<file path="config.mk">
export PLATFORM = sky130hd
export DESIGN_NAME = fifo_handoff_mutex_core_flat
export DESIGN_NICKNAME = d
export VERILOG_FILES = /design/src/hw/rtl/fhm_pkg.sv /design/src/hw/rtl/fhm_req_if.sv /design/src/hw/rtl/fhm_rsp_if.sv /design/src/hw/rtl/fhm_ram.sv /design/src/hw/rtl/fhm_ctrl.sv /design/src/hw/rtl/fhm_out.sv /design/src/hw/rtl/fifo_handoff_mutex_core.sv /design/src/flat_wrapper.sv
export SDC_FILE = /design/constraint.sdc
export NUM_CORES = 1
export LEC_CHECK = 0
export ABC_AREA = 1
export BUFFER_PORTS_ARGS = -buffer_cell sky130_fd_sc_hd__buf_2
export CAP_MARGIN = 20
export CORE_MARGIN = 2
export CORE_UTILIZATION = 49
export CTS_CLUSTER_DIAMETER = 40
export DETAILED_ROUTE_END_ITERATION = 8
export GPL_TIMING_DRIVEN = 0
export PLACE_DENSITY = 0.66
export SKIP_CTS_REPAIR_TIMING = 1
export SYNTH_ARGS = -nofsm -noshare
export SYNTH_HDL_FRONTEND = slang
export SYNTH_SLANG_ARGS = --single-unit
</file>
<file path="constraint.sdc">
create_clock -name clk -period 3.3 [get_ports clk]
set_input_delay 0.66 -clock clk [delete_from_list [all_inputs] [get_ports clk]]
set_output_delay 0.66 -clock clk [all_outputs]
set_load 0.02 [all_outputs]
</file>
<file path="src/hw/rtl/fhm_pkg.sv">
// Shared types and constants of the mutex lock manager with its FIFO wait queue.
`default_nettype none

package fhm_pkg;

	// Default sizes handed to the top level parameters.
	localparam int JOB_ID_BITS_DEF = 4;
	localparam int QUEUE_DEPTH_DEF = 16;

	// Operation codes of a request.
	typedef enum logic [1:0] {
		OP_LOCK    = 2'd0,
		OP_TRYLOCK = 2'd1,
		OP_UNLOCK  = 2'd2,
		OP_CANCEL  = 2'd3
	} opcode_t;

	// Status codes of a result.
	typedef enum logic [2:0] {
		ST_GRANTED  = 3'd0,
		ST_QUEUED   = 3'd1,
		ST_BUSY     = 3'd2,
		ST_RELEASED = 3'd3,
		ST_REMOVED  = 3'd4,
		ST_NOTFOUND = 3'd5,
		ST_MISUSE   = 3'd6
	} status_t;

	// Controller states.
	typedef enum logic [2:0] {
		S_IDLE,
		S_SCAN,
		S_SHIFT_RD,
		S_SHIFT_WR,
		S_POP,
		S_FIN
	} state_t;

	// Control part of a finished result travelling to the output register.
	typedef struct packed {
		status_t status;
		logic    wake_valid;
		logic    owner_valid;
	} res_flags_t;

endpackage

`default_nettype wire

</file>
<file path="src/hw/rtl/fhm_req_if.sv">
// Request channel: opcode and job identifier with a valid/ready handshake.
`default_nettype none

interface fhm_req_if import fhm_pkg::*; #(
	parameter int JOB_ID_BITS = JOB_ID_BITS_DEF
);
	logic                   valid;
	logic                   ready;
	logic [1:0]             opcode;
	logic [JOB_ID_BITS-1:0] job_id;

	modport source (output valid, output opcode, output job_id, input ready);
	modport sink   (input valid, input opcode, input job_id, output ready);
endinterface

`default_nettype wire

</file>
<file path="src/hw/rtl/fhm_rsp_if.sv">
// Result channel: status, woken job and owner with a valid/ready handshake.
`default_nettype none

interface fhm_rsp_if import fhm_pkg::*; #(
	parameter int JOB_ID_BITS = JOB_ID_BITS_DEF
);
	logic                   valid;
	logic                   ready;
	logic [2:0]             status;
	logic                   wake_valid;
	logic [JOB_ID_BITS-1:0] wake_job;
	logic                   owner_valid;
	logic [JOB_ID_BITS-1:0] owner_job;

	modport source (output valid, output status, output wake_valid, output wake_job,
		output owner_valid, output owner_job, input ready);
	modport sink   (input valid, input status, input wake_valid, input wake_job,
		input owner_valid, input owner_job, output ready);
endinterface

`default_nettype wire

</file>
<file path="src/hw/rtl/fhm_ram.sv">
// Generic simple dual-port RAM with one write port and a registered read port.
`default_nettype none

module fhm_ram #(
	parameter int WIDTH = 4,
	parameter int DEPTH = 16
) (
	input  logic                     clk,
	input  logic                     we,
	input  logic [$clog2(DEPTH)-1:0] waddr,
	input  logic [WIDTH-1:0]         wdata,
	input  logic                     re,
	input  logic [$clog2(DEPTH)-1:0] raddr,
	output logic [WIDTH-1:0]         rdata
);
	logic [WIDTH-1:0] mem [DEPTH];
	logic [WIDTH-1:0] rdata_q;

	// Write port and registered read port.
	always_ff @(posedge clk) begin
		if (we) begin
			mem[waddr] <= wdata;
		end
		if (re) begin
			rdata_q <= mem[raddr];
		end
	end

	assign rdata = rdata_q;
endmodule

`default_nettype wire

</file>
<file path="src/hw/rtl/fhm_ctrl.sv">
// Lock state and the controller that searches, appends and compacts the wait queue.
`default_nettype none

module fhm_ctrl import fhm_pkg::*; #(
	parameter int JOB_ID_BITS = JOB_ID_BITS_DEF,
	parameter int QUEUE_DEPTH = QUEUE_DEPTH_DEF
) (
	input  logic                   clk,
	input  logic                   arst_n,
	fhm_req_if.sink                req,
	output logic                   res_valid,
	input  logic                   res_ready,
	output res_flags_t             res_flags,
	output logic [JOB_ID_BITS-1:0] res_wake_job,
	output logic [JOB_ID_BITS-1:0] res_owner_job
);
	localparam int IW = JOB_ID_BITS;
	localparam int AW = $clog2(QUEUE_DEPTH);
	localparam int CW = $clog2(QUEUE_DEPTH + 1);
	localparam logic [AW-1:0] LAST = AW'(QUEUE_DEPTH - 1);
	localparam logic [CW-1:0] FULL = CW'(QUEUE_DEPTH);

	// Circular successor and predecessor of a queue address.
	function automatic logic [AW-1:0] ptr_inc(input logic [AW-1:0] p);
		return (p == LAST) ? '0 : p + AW'(1);
	endfunction

	function automatic logic [AW-1:0] ptr_dec(input logic [AW-1:0] p);
		return (p == '0) ? LAST : p - AW'(1);
	endfunction

	state_t        state_q, state_d;
	logic          held_q, held_d;
	logic [IW-1:0] owner_q, owner_d;
	logic [AW-1:0] head_q, head_d;
	logic [AW-1:0] tail_q, tail_d;
	logic [CW-1:0] count_q, count_d;
	logic [AW-1:0] ptr_q, ptr_d;
	logic [CW-1:0] idx_q, idx_d;
	opcode_t       op_q, op_d;
	logic [IW-1:0] job_q, job_d;
	status_t       status_q, status_d;
	logic          wake_v_q, wake_v_d;
	logic [IW-1:0] wake_j_q, wake_j_d;

	logic          ram_we;
	logic [AW-1:0] ram_waddr;
	logic [IW-1:0] ram_wdata;
	logic          ram_re;
	logic [AW-1:0] ram_raddr;
	logic [IW-1:0] ram_rdata;
	logic          last_entry;

	// Wait queue storage. The read for the next entry and the write of a shifted
	// entry never address the same word in flight, so no forwarding is needed.
	fhm_ram #(
		.WIDTH(IW),
		.DEPTH(QUEUE_DEPTH)
	) u_queue (
		.clk   (clk),
		.we    (ram_we),
		.waddr (ram_waddr),
		.wdata (ram_wdata),
		.re    (ram_re),
		.raddr (ram_raddr),
		.rdata (ram_rdata)
	);

	assign last_entry = ((idx_q + CW'(1)) == count_q);

	// Next state, queue accesses and result.
	always_comb begin
		state_d   = state_q;
		held_d    = held_q;
		owner_d   = owner_q;
		head_d    = head_q;
		tail_d    = tail_q;
		count_d   = count_q;
		ptr_d     = ptr_q;
		idx_d     = idx_q;
		op_d      = op_q;
		job_d     = job_q;
		status_d  = status_q;
		wake_v_d  = wake_v_q;
		wake_j_d  = wake_j_q;
		ram_we    = 1'b0;
		ram_waddr = tail_q;
		ram_wdata = job_q;
		ram_re    = 1'b0;
		ram_raddr = ptr_inc(ptr_q);
		req.ready = 1'b0;
		res_valid = 1'b0;

		unique case (state_q)
			S_IDLE: begin
				req.ready = 1'b1;
				if (req.valid) begin
					op_d     = opcode_t'(req.opcode);
					job_d    = req.job_id;
					wake_v_d = 1'b0;
					wake_j_d = '0;
					state_d  = S_FIN;
					unique case (opcode_t'(req.opcode))
						OP_LOCK: begin
							if (!held_q) begin
								held_d   = 1'b1;
								owner_d  = req.job_id;
								status_d = ST_GRANTED;
							end else if (owner_q == req.job_id) begin
								status_d = ST_MISUSE;
							end else if (count_q == '0) begin
								// Empty queue: append at once.
								ram_we    = 1'b1;
								ram_wdata = req.job_id;
								tail_d    = ptr_inc(tail_q);
								count_d   = count_q + CW'(1);
								status_d  = ST_QUEUED;
							end else begin
								ram_re    = 1'b1;
								ram_raddr = head_q;
								ptr_d     = head_q;
								idx_d     = '0;
								state_d   = S_SCAN;
							end
						end
						OP_TRYLOCK: begin
							if (held_q) begin
								status_d = ST_BUSY;
							end else begin
								held_d   = 1'b1;
								owner_d  = req.job_id;
								status_d = ST_GRANTED;
							end
						end
						OP_UNLOCK: begin
							if (!held_q || owner_q != req.job_id) begin
								status_d = ST_MISUSE;
							end else if (count_q != '0) begin
								ram_re    = 1'b1;
								ram_raddr = head_q;
								state_d   = S_POP;
							end else begin
								held_d   = 1'b0;
								owner_d  = '0;
								status_d = ST_RELEASED;
							end
						end
						OP_CANCEL: begin
							if (count_q == '0) begin
								status_d = ST_NOTFOUND;
							end else begin
								ram_re    = 1'b1;
								ram_raddr = head_q;
								ptr_d     = head_q;
								idx_d     = '0;
								state_d   = S_SCAN;
							end
						end
						default: begin
							status_d = ST_MISUSE;
						end
					endcase
				end
			end

			// One queue entry is compared per cycle, head first.
			S_SCAN: begin
				if (ram_rdata == job_q) begin
					if (op_q == OP_LOCK) begin
						status_d = ST_MISUSE;
						state_d  = S_FIN;
					end else begin
						wake_v_d = 1'b1;
						wake_j_d = job_q;
						status_d = ST_REMOVED;
						state_d  = S_SHIFT_RD;
					end
				end else if (last_entry) begin
					state_d = S_FIN;
					if (op_q == OP_LOCK) begin
						if (count_q == FULL) begin
							status_d = ST_BUSY;
						end else begin
							ram_we   = 1'b1;
							tail_d   = ptr_inc(tail_q);
							count_d  = count_q + CW'(1);
							status_d = ST_QUEUED;
						end
					end else begin
						status_d = ST_NOTFOUND;
					end
				end else begin
					ram_re = 1'b1;
					ptr_d  = ptr_inc(ptr_q);
					idx_d  = idx_q + CW'(1);
				end
			end

			// Close the gap left by a cancelled job: read the next entry.
			S_SHIFT_RD: begin
				if (last_entry) begin
					count_d = count_q - CW'(1);
					tail_d  = ptr_dec(tail_q);
					state_d = S_FIN;
				end else begin
					ram_re  = 1'b1;
					state_d = S_SHIFT_WR;
				end
			end

			// ...and write it one place nearer the head.
			S_SHIFT_WR: begin
				ram_we    = 1'b1;
				ram_waddr = ptr_q;
				ram_wdata = ram_rdata;
				ptr_d     = ptr_inc(ptr_q);
				idx_d     = idx_q + CW'(1);
				state_d   = S_SHIFT_RD;
			end

			// Hand the mutex to the head waiter.
			S_POP: begin
				owner_d  = ram_rdata;
				head_d   = ptr_inc(head_q);
				count_d  = count_q - CW'(1);
				wake_v_d = 1'b1;
				wake_j_d = ram_rdata;
				status_d = ST_RELEASED;
				state_d  = S_FIN;
			end

			S_FIN: begin
				res_valid = 1'b1;
				if (res_ready) begin
					state_d = S_IDLE;
				end
			end

			default: begin
				state_d = S_IDLE;
			end
		endcase
	end

	// State register.
	always_ff @(posedge clk or negedge arst_n) begin
		if (!arst_n) begin
			state_q <= S_IDLE;
		end else begin
			state_q <= state_d;
		end
	end

	// Lock state and queue pointers.
	always_ff @(posedge clk or negedge arst_n) begin
		if (!arst_n) begin
			held_q  <= 1'b0;
			owner_q <= '0;
			head_q  <= '0;
			tail_q  <= '0;
			count_q <= '0;
			ptr_q   <= '0;
			idx_q   <= '0;
		end else begin
			held_q  <= held_d;
			owner_q <= owner_d;
			head_q  <= head_d;
			tail_q  <= tail_d;
			count_q <= count_d;
			ptr_q   <= ptr_d;
			idx_q   <= idx_d;
		end
	end

	// Request and result payload.
	always_ff @(posedge clk) begin
		op_q     <= op_d;
		job_q    <= job_d;
		status_q <= status_d;
		wake_v_q <= wake_v_d;
		wake_j_q <= wake_j_d;
	end

	assign res_flags.status      = status_q;
	assign res_flags.wake_valid  = wake_v_q;
	assign res_flags.owner_valid = held_q;
	assign res_wake_job          = wake_j_q;
	assign res_owner_job         = held_q ? owner_q : '0;
endmodule

`default_nettype wire

</file>
<file path="src/hw/rtl/fhm_out.sv">
// Output register that holds a finished result until the sink takes it.
`default_nettype none

module fhm_out import fhm_pkg::*; #(
	parameter int JOB_ID_BITS = JOB_ID_BITS_DEF
) (
	input  logic                   clk,
	input  logic                   arst_n,
	input  logic                   res_valid,
	output logic                   res_ready,
	input  res_flags_t             res_flags,
	input  logic [JOB_ID_BITS-1:0] res_wake_job,
	input  logic [JOB_ID_BITS-1:0] res_owner_job,
	fhm_rsp_if.source              rsp
);
	logic                   valid_q;
	res_flags_t             flags_q;
	logic [JOB_ID_BITS-1:0] wake_job_q;
	logic [JOB_ID_BITS-1:0] owner_job_q;

	// The register takes a new result when empty or when its content leaves.
	assign res_ready = !valid_q || rsp.ready;

	always_ff @(posedge clk or negedge arst_n) begin
		if (!arst_n) begin
			valid_q <= 1'b0;
		end else if (res_valid && res_ready) begin
			valid_q <= 1'b1;
		end else if (rsp.ready) begin
			valid_q <= 1'b0;
		end
	end

	always_ff @(posedge clk) begin
		if (res_valid && res_ready) begin
			flags_q     <= res_flags;
			wake_job_q  <= res_wake_job;
			owner_job_q <= res_owner_job;
		end
	end

	assign rsp.valid       = valid_q;
	assign rsp.status      = flags_q.status;
	assign rsp.wake_valid  = flags_q.wake_valid;
	assign rsp.wake_job    = wake_job_q;
	assign rsp.owner_valid = flags_q.owner_valid;
	assign rsp.owner_job   = owner_job_q;
endmodule

`default_nettype wire

</file>
<file path="src/hw/rtl/fifo_handoff_mutex_core.sv">
// Top level of the mutex lock manager with a FIFO wait queue held in RAM.
// Trylock, lock of a free mutex or by its owner, unlock, and any request on an empty queue
// are decided at once; unlock with waiters first reads the head of the queue; lock of a held
// mutex by another job and cancel scan the queue from the head, and cancel of a waiter then
// moves each later entry one place nearer the head. One request at a time.
// Asynchronous reset frees the mutex and empties the queue; the queue RAM is not cleared.
`default_nettype none

module fifo_handoff_mutex_core import fhm_pkg::*; #(
	parameter int JOB_ID_BITS = JOB_ID_BITS_DEF,
	parameter int QUEUE_DEPTH = QUEUE_DEPTH_DEF
) (
	input  logic      clk,
	input  logic      arst_n,
	fhm_req_if.sink   req,
	fhm_rsp_if.source rsp
);
	logic                   res_valid;
	logic                   res_ready;
	res_flags_t             res_flags;
	logic [JOB_ID_BITS-1:0] res_wake_job;
	logic [JOB_ID_BITS-1:0] res_owner_job;

	// Lock state, queue and controller.
	fhm_ctrl #(
		.JOB_ID_BITS (JOB_ID_BITS),
		.QUEUE_DEPTH (QUEUE_DEPTH)
	) u_ctrl (
		.clk           (clk),
		.arst_n        (arst_n),
		.req           (req),
		.res_valid     (res_valid),
		.res_ready     (res_ready),
		.res_flags     (res_flags),
		.res_wake_job  (res_wake_job),
		.res_owner_job (res_owner_job)
	);

	// Result register.
	fhm_out #(
		.JOB_ID_BITS (JOB_ID_BITS)
	) u_out (
		.clk           (clk),
		.arst_n        (arst_n),
		.res_valid     (res_valid),
		.res_ready     (res_ready),
		.res_flags     (res_flags),
		.res_wake_job  (res_wake_job),
		.res_owner_job (res_owner_job),
		.rsp           (rsp)
	);
endmodule

`default_nettype wire

</file>
<file path="src/flat_wrapper.sv">
// flat-port wrapper written by rule: the top's interface ports become plain ports
module fifo_handoff_mutex_core_flat import fhm_pkg::*;
#(
	parameter int JOB_ID_BITS = JOB_ID_BITS_DEF,
	parameter int QUEUE_DEPTH = QUEUE_DEPTH_DEF
)
  (clk, arst_n, req_valid, req_opcode, req_job_id, req_ready, rsp_valid, rsp_status, rsp_wake_valid, rsp_wake_job, rsp_owner_valid, rsp_owner_job, rsp_ready);
  fhm_req_if #(.JOB_ID_BITS(JOB_ID_BITS)) req_i ();
  fhm_rsp_if #(.JOB_ID_BITS(JOB_ID_BITS)) rsp_i ();
  input  logic clk;
  input  logic arst_n;
  input wire logic [$bits(req_i.valid)-1:0] req_valid;
  input wire logic [$bits(req_i.opcode)-1:0] req_opcode;
  input wire logic [$bits(req_i.job_id)-1:0] req_job_id;
  output wire logic [$bits(req_i.ready)-1:0] req_ready;
  output wire logic [$bits(rsp_i.valid)-1:0] rsp_valid;
  output wire logic [$bits(rsp_i.status)-1:0] rsp_status;
  output wire logic [$bits(rsp_i.wake_valid)-1:0] rsp_wake_valid;
  output wire logic [$bits(rsp_i.wake_job)-1:0] rsp_wake_job;
  output wire logic [$bits(rsp_i.owner_valid)-1:0] rsp_owner_valid;
  output wire logic [$bits(rsp_i.owner_job)-1:0] rsp_owner_job;
  input wire logic [$bits(rsp_i.ready)-1:0] rsp_ready;
  assign req_i.valid = req_valid;
  assign req_i.opcode = req_opcode;
  assign req_i.job_id = req_job_id;
  assign req_ready = req_i.ready;
  assign rsp_valid = rsp_i.valid;
  assign rsp_status = rsp_i.status;
  assign rsp_wake_valid = rsp_i.wake_valid;
  assign rsp_wake_job = rsp_i.wake_job;
  assign rsp_owner_valid = rsp_i.owner_valid;
  assign rsp_owner_job = rsp_i.owner_job;
  assign rsp_i.ready = rsp_ready;
  fifo_handoff_mutex_core #(.JOB_ID_BITS(JOB_ID_BITS), .QUEUE_DEPTH(QUEUE_DEPTH)) u_core (.clk(clk), .arst_n(arst_n), .req(req_i), .rsp(rsp_i));
endmodule
</file>
==> flow_summary.toml, run 1 <==
[synthesis]
synth_enable_flop_cells = 95
synth_ff_type = "sky130_fd_sc_hd__edfxtp_1"
post-synth-top-area-cell = "sky130_fd_sc_hd__edfxtp_1"
yosysWarningCount = 0
synth.top_cell.area_share_pct = 43.1
mappedNetlistNets = 728
synthesis.area_um2 = 6610
synth-async-reset-ratio_pct = 24.6
yosysSeqAreaShare_pct = 54.9
synth_cell_type_count = 44
average_cell_area_after_synthesis_um2 = 9.34
yosys.cell_count.top_type = "sky130_fd_sc_hd__nand2_1"
synthTopCellsByArea = "sky130_fd_sc_hd__edfxtp_1, sky130_fd_sc_hd__dfrtp_1, sky130_fd_sc_hd__nand3_1, sky130_fd_sc_hd__nand2_1, sky130_fd_sc_hd__inv_1"
synthCells = 708
synth_common_cells = "sky130_fd_sc_hd__nand2_1, sky130_fd_sc_hd__inv_1, sky130_fd_sc_hd__nand3_1"
yosys_register_bits = 126

[power_and_ir_drop]
share_seq_of_total_power_pct = 32.1
power_report.internal_total_mw = 4.49
irDropWorstVdd_uv = 416
pwr-share-clk_pct = 22.3
p_total_mw = 7.84
switching_power_mw = 3.34
switching_share_pct = 42.7
share_comb_of_total_power_pct = 45.6
power.density_nw_per_um2 = 1040
p_leak_nw = 3.33

[floorplan]
die_y_um = 120
floorplan.initialDensity_pct = 50.1
coreArea_um2 = 13200
fp-row-count = 42
floorplan.die.width_um = 120
io-pin-count = 25
die_area_um2 = 14400

[cts]
clock_tree.htree_level_count = 4
numCtsBuffers = 17
clk_latency_ns = 0.42
cts_sinks = 126
ctsLongestPathBuffers = 2
clkTransAtPathRegs_ns = 0.06
root_buf_cell = "sky130_fd_sc_hd__clkbuf_16"
tritoncts = "done"

[sta]
maxSlewHeadroom_pct = 35.0
period_minus_slack_ns = 2.92
timing.clock.skew_ns = 0.00654
fmaxAchievable_mhz = 342
hold_ws_ns = 0.304
slew_at_the_pin_closest_to_its_max_slew_limit_ns = 0.975
setup_viol = 0
post-route-period-util_pct = 88.5
slew_viol_final = 0
grt_setup_unrepaired = "no"
final-hold-violation-count = 0

[global_route]
antenna_found_initial = 0
grt_remaining_overflow = 0
globalRoute.busiestLayer = "met2"
global_route_wire_length_before_repair_um = 24600
gr-usage-met1_pct = 30.3
grt_use_met3_pct = 4.99
grt_use_met2_pct = 35.4
grt.total_usage_pct = 22.3
number_of_global_route_vias_before_repair = 4827
pin_count_of_the_biggest_net_entering_global_routing = 32

[finish]
antenna_diode_count = 0
fillCellCount = 1148
num-nets-final = 772
finalNonFillerCells = 941
largestRegisters = "u_core.u_ctrl.u_queue.mem (64), u_core.u_ctrl.count_q (5), u_core.u_ctrl.idx_q (5)"
largest-register = "u_core.u_ctrl.u_queue.mem"
area_growth_pct = 14.3
largest_register_ff_count = 64
final_layout_size_suffix_gt1_share_pct = 13.1
post_layout_instance_area_um2 = 7560

[flow_run]
max_cap_viol_count = 0

[worst_setup_path]
critical_path.cell_chain = "nor2_4, inv_1, nor2_2, clkinv_1, nand2_1, ha_1, nand2_1, nand2_1, a21oi_1, xor2_1, nor2_1, nand2_1, nand2_1"
cp_common_cell = "sky130_fd_sc_hd__nand2_1"
cp-start-kind = "flop"
worst_path_max_delay_cell = "sky130_fd_sc_hd__dfrtp_1"
kind_of_end_point_of_the_critical_path = "flop"
timing.critical_path.fanout_max = 9
worst_ep_required_time_ns = 3.61
crit_buf_inv = 2
worst-endpoint-arrival_ns = 3.23
critPathMaxStageDelay_ns = 0.43
register_to_register_setup_slack_ns = 0.38
path_class = "flop to flop"
worst_path_dominant_cell_family = "simple AND/OR/NAND/NOR gates"

[drt]
vias_per_cell = 5.39
dr.first_iter.drc_count = 453
wl_um = 14900
detail_route.first_pass.iterations = 7
antenna_violating_nets_post_route = 0
vias = 5075
drc = 0
post_drt_wl_per_cell_um = 15.8

[place]
placed_area_um2 = 6980
numPlacedInstances = 908
gpl.final_weighted_congestion = 0.945
buffer_ports.inserted = 24
dp.final_hpwl_um = 10800

[worst_hold_path]
hold_path.class = "input pin to async pin"

[outcome]
status = "complete, no violations"
==> final timing paths <==
kind,startpoint,to,cells after the start
setup / recovery,u_core.u_ctrl.state_q[0],u_core.u_ctrl.count_q[4],13
hold / removal,arst_n,u_core.u_ctrl.tail_q[0],1
setup reg to reg,u_core.u_ctrl.state_q[0],u_core.u_ctrl.count_q[4],13
hold reg to reg,u_core.u_ctrl.status_q[0],u_core.u_out.rsp.status[0],0
max in group asynchronous,arst_n,u_core.u_ctrl.head_q[2],1
min in group clk,u_core.u_ctrl.status_q[0],u_core.u_out.rsp.status[0],0
==> cells in the final DEF, fill, tap and decap left out, types with 3 or more instances in the layout <==
cell type and n:
sky130_fd_sc_hd__dfrtp_1 31, sky130_fd_sc_hd__inv_2 6, sky130_fd_sc_hd__nand3b_1 8, sky130_fd_sc_hd__buf_6 3, sky130_fd_sc_hd__inv_1 125, sky130_fd_sc_hd__o221ai_2 4, sky130_fd_sc_hd__nor2_2 3, sky130_fd_sc_hd__nor2_4 4
sky130_fd_sc_hd__o22ai_1 3, sky130_fd_sc_hd__clkinv_1 6, sky130_fd_sc_hd__o221ai_1 4, sky130_fd_sc_hd__xor2_1 12, sky130_fd_sc_hd__nand2_4 6, sky130_fd_sc_hd__o21ai_0 34, sky130_fd_sc_hd__nand2_1 130, sky130_fd_sc_hd__clkbuf_1 5
sky130_fd_sc_hd__edfxtp_1 95, sky130_fd_sc_hd__nor3_1 8, sky130_fd_sc_hd__o211ai_1 7, sky130_fd_sc_hd__nand2_2 4, sky130_fd_sc_hd__nor2_1 46, sky130_fd_sc_hd__nand4_1 5, sky130_fd_sc_hd__a22oi_1 3, sky130_fd_sc_hd__clkinv_2 4
sky130_fd_sc_hd__a21oi_1 20, sky130_fd_sc_hd__clkbuf_16 17, sky130_fd_sc_hd__buf_2 28, sky130_fd_sc_hd__nand3_1 99, sky130_fd_sc_hd__xnor2_1 7, sky130_fd_sc_hd__ha_1 9, sky130_fd_sc_hd__clkinvlp_4 3
==> per-layer routing <==
layer | up-vias | routed length [um] | share of wire (%)
met1 | 2417 | 6630 | 44
li1 | 2458 | - | -
met4 | 0 | 245 | 1.6
met2 | 178 | 6970 | 47
met3 | 22 | 1050 | 7.1
met5 | - | 0 | 0
==> cell families (layout without fill, tap and decap cells) <==
logic type / count (synthesis) / in the layout / share of synthesized area (%)
simple gates: 320 / 320 / 23.4
flops: 126 / 126 / 54.9
buf+inv: 147 / 204 / 8.91
fa+ha+maj: 10 / 10 / 2.01
compound gates: 85 / 85 / 8.14
xor+xnor: 19 / 19 / 2.52
mux: 1 / 1 / 0.151
==> final cells by class <==
class	instances	area, um^2	share of cell area [%]
well taps	176	220	2.91
repair buffers	25	134	1.77
multi-input cells	435	2430	32.2
clock inverters	14	126	1.67
plain buffers	13	83.8	1.11
clock buffers	18	429	5.68
flip-flops and latches	126	3630	48.0
inverters	134	505	6.69
==> metrics by stage <==
step                      setup slack, ns  TNS (ns)  util (%)
after global routing                0.151         0      57.3
after global placement             -0.337    -18.00      52.7
after floorplan                     0.958         0         -
final                               0.379         0      57.3
after CTS                           0.227         0      57.1
after detailed placement            0.203         0      52.9
==> power by group through the flow <==
stage               combinational (mW)  clock [mW]  sequential, mW
global placement                  3.40           0            2.54
CTS                               3.52        1.77            2.52
floorplan                         2.49           0            2.57
finish                            3.57        1.75            2.52
global route                      4.00        1.84            2.56
detailed placement                3.50           0            2.54
Power figures use the tool's default switching activity.
==> run 2, diff against run 1 <==
- CORE_UTILIZATION: 49 -> 45
- PLACE_DENSITY: 0.66 -> not set
==> run 2 against run 1 <==
  * Setup slack lost 0.10 ns
  * Clock skew is essentially flat
  * Routed wire length grew 2.4%
  * Sequential share of layout area shrank 0.60 points
  * Global-route usage shrank 1.9 points
  * Final cell count grew 0.96%
  * Register-to-register slack lost 0.10 ns
  * Hold slack gained 0.0030 ns
  * Core utilization shrank 4.2 points
  * Die area grew 8.6%
  * Via count shrank 1.6%
  * Fmax shrank 3.4%
  * Largest power group unchanged
  * Highest routed layer unchanged
==> flow_summary.toml, run 2 (synthesized netlist as in run 1, its figures left out) <==
[worst_setup_path]
crit_buf_inv = 0
crit-reg2reg-capture = "u_core.u_ctrl.u_queue.mem[7][1]"
path_class = "flop to flop"
worst_path_dominant_cell_family = "simple AND/OR/NAND/NOR gates"
timing.critical_path.fanout_max = 4
critPathMaxStageDelay_ns = 0.50
worst_path_max_delay_cell = "sky130_fd_sc_hd__o41ai_2"
reg2regPathDepth = 9
worst-endpoint-arrival_ns = 3.09
worst-path-stages = 9
register_to_register_setup_slack_ns = 0.28
worst_ep_required_time_ns = 3.37
kind_of_end_point_of_the_critical_path = "flop"
critical_path.cell_chain = "ha_1, xnor2_1, xor2_1, nand4_1, nor2_1, nand2_1, o41ai_2, nand2_1, nor2_1"
cp-start-kind = "flop"
startpoint_of_the_most_critical_register_to_register_path = "u_core.u_ctrl.idx_q[0]"

[cts]
tritoncts = "done"
clock_tree.htree_level_count = 4
clkTransAtPathRegs_ns = 0.06
cts_sinks = 126
clk_latency_ns = 0.42
root_buf_cell = "sky130_fd_sc_hd__clkbuf_16"
numCtsBuffers = 17
ctsLongestPathBuffers = 2

[floorplan]
floorplan.die.width_um = 125
die_area_um2 = 15700
io-pin-count = 25
floorplan.initialDensity_pct = 45.8
die_y_um = 125
fp-row-count = 44
coreArea_um2 = 14400

[finish]
largest_register_ff_count = 64
area_growth_pct = 15.8
final_layout_size_suffix_gt1_share_pct = 14.1
largest-register = "u_core.u_ctrl.u_queue.mem"
layout.core_utilization_pct = 53.1
num-nets-final = 773
final_cell_mix = "sky130_fd_sc_hd__nand2_1, sky130_fd_sc_hd__inv_1, sky130_fd_sc_hd__nand3_1, sky130_fd_sc_hd__edfxtp_1, sky130_fd_sc_hd__nor2_1"
largestRegisters = "u_core.u_ctrl.u_queue.mem (64), u_core.u_ctrl.count_q (5), u_core.u_ctrl.idx_q (5)"
layout_commonest_cell = "sky130_fd_sc_hd__nand2_1"
antenna_diode_count = 0
post_layout_instance_area_um2 = 7650

[power_and_ir_drop]
share_comb_of_total_power_pct = 44.4
irDropWorstVdd_uv = 433
switching_share_pct = 41.9
p_leak_nw = 3.36
pwr-share-clk_pct = 24.2
power_report.internal_total_mw = 4.67
share_seq_of_total_power_pct = 31.3
power.density_nw_per_um2 = 1050
p_total_mw = 8.04
switching_power_mw = 3.37

[drt]
detail_route.first_pass.iterations = 5
post_drt_wl_per_cell_um = 16.1
wl_um = 15300
drc = 0
vias = 4994
vias_per_cell = 5.26
antenna_violating_nets_post_route = 0
dr.first_iter.drc_count = 590

[sta]
final-hold-violation-count = 0
post-route-period-util_pct = 91.6
slew_at_the_pin_closest_to_its_max_slew_limit_ns = 1.03
final.setup.worst_slack_ns = 0.276
maxSlewHeadroom_pct = 31.1
timing.clock.skew_ns = 0.00694
fmaxAchievable_mhz = 331
setup_viol = 0
grt_setup_unrepaired = "no"
slew_viol_final = 0
period_minus_slack_ns = 3.02
final.setup.tns_ns = 0

[global_route]
grt_remaining_overflow = 0
grt.total_usage_pct = 20.5
antenna_found_initial = 0
global_route_wire_length_before_repair_um = 24900
pin_count_of_the_biggest_net_entering_global_routing = 32
number_of_global_route_vias_before_repair = 4873

[place]
dp.final_hpwl_um = 11200
gpl.final_weighted_congestion = 0.955
buffer_ports.inserted = 24
placed_area_um2 = 7020
dp_slack_ns = -0.0138

[outcome]
status = "complete, no violations"

[flow_run]
max_cap_viol_count = 0

[worst_hold_path]
hold_path.class = "input pin to async pin"
run 2: routing by layer:
metal  track usage (%)  vias to the layer above  part of all wire, %
met1              27.8                     2373                   47
met2              32.2                      137                   46
met4              7.97                        0                  1.9
li1                  -                     2460                    -
met5                 0                        -                    0
met3              4.62                       24                  5.2
run 2: how the worst max path moves through the flow:
| stage | start | endpoint | slack, ns |
|---|---|---|---|
| after floorplan | u_core.u_ctrl.idx_q[0] | u_core.u_ctrl.u_queue.mem[11][0] | 0.96 |
| after global placement | req_valid | u_core.u_ctrl.u_queue.mem[12][2] | -0.49 |
| after detailed placement | req_valid | u_core.u_ctrl.u_queue.mem[6][1] | -0.01 |
| after CTS | u_core.u_ctrl.state_q[0] | u_core.u_ctrl.u_queue.mem[6][3] | 0.16 |
| after global routing | u_core.u_ctrl.idx_q[0] | u_core.u_ctrl.u_queue.mem[7][1] | 0.06 |
| final | u_core.u_ctrl.idx_q[0] | u_core.u_ctrl.u_queue.mem[7][1] | 0.28 |
run 2: layout make-up:
type / instances / area (um^2)
multi-input cells: 435 / 2430
flip-flops and latches: 126 / 3630
plain buffers: 13 / 83.8
inverters: 134 / 505
well taps: 184 / 230
clock inverters: 14 / 191
clock buffers: 18 / 429
repair buffers: 26 / 150
fillers: 1310 / 6770
run 2: power by group through the flow:
stage	clock network (mW)	logic, mW	registers (mW)
2_1_floorplan	0	2.49	2.57
3_3_place_gp	0	3.41	2.54
3_5_place_dp	0	3.53	2.55
4_1_cts	1.98	3.54	2.52
5_1_grt	2.05	3.99	2.57
6_report	1.95	3.57	2.52
run 2: through the flow:
stage | hold slack [ns] | std cells
floorplan | 0.364 | 708
global placement | 0.403 | 916
detailed placement | 0.408 | 918
CTS | 0.322 | 950
global route | 0.370 | 950
finish | 0.307 | 950
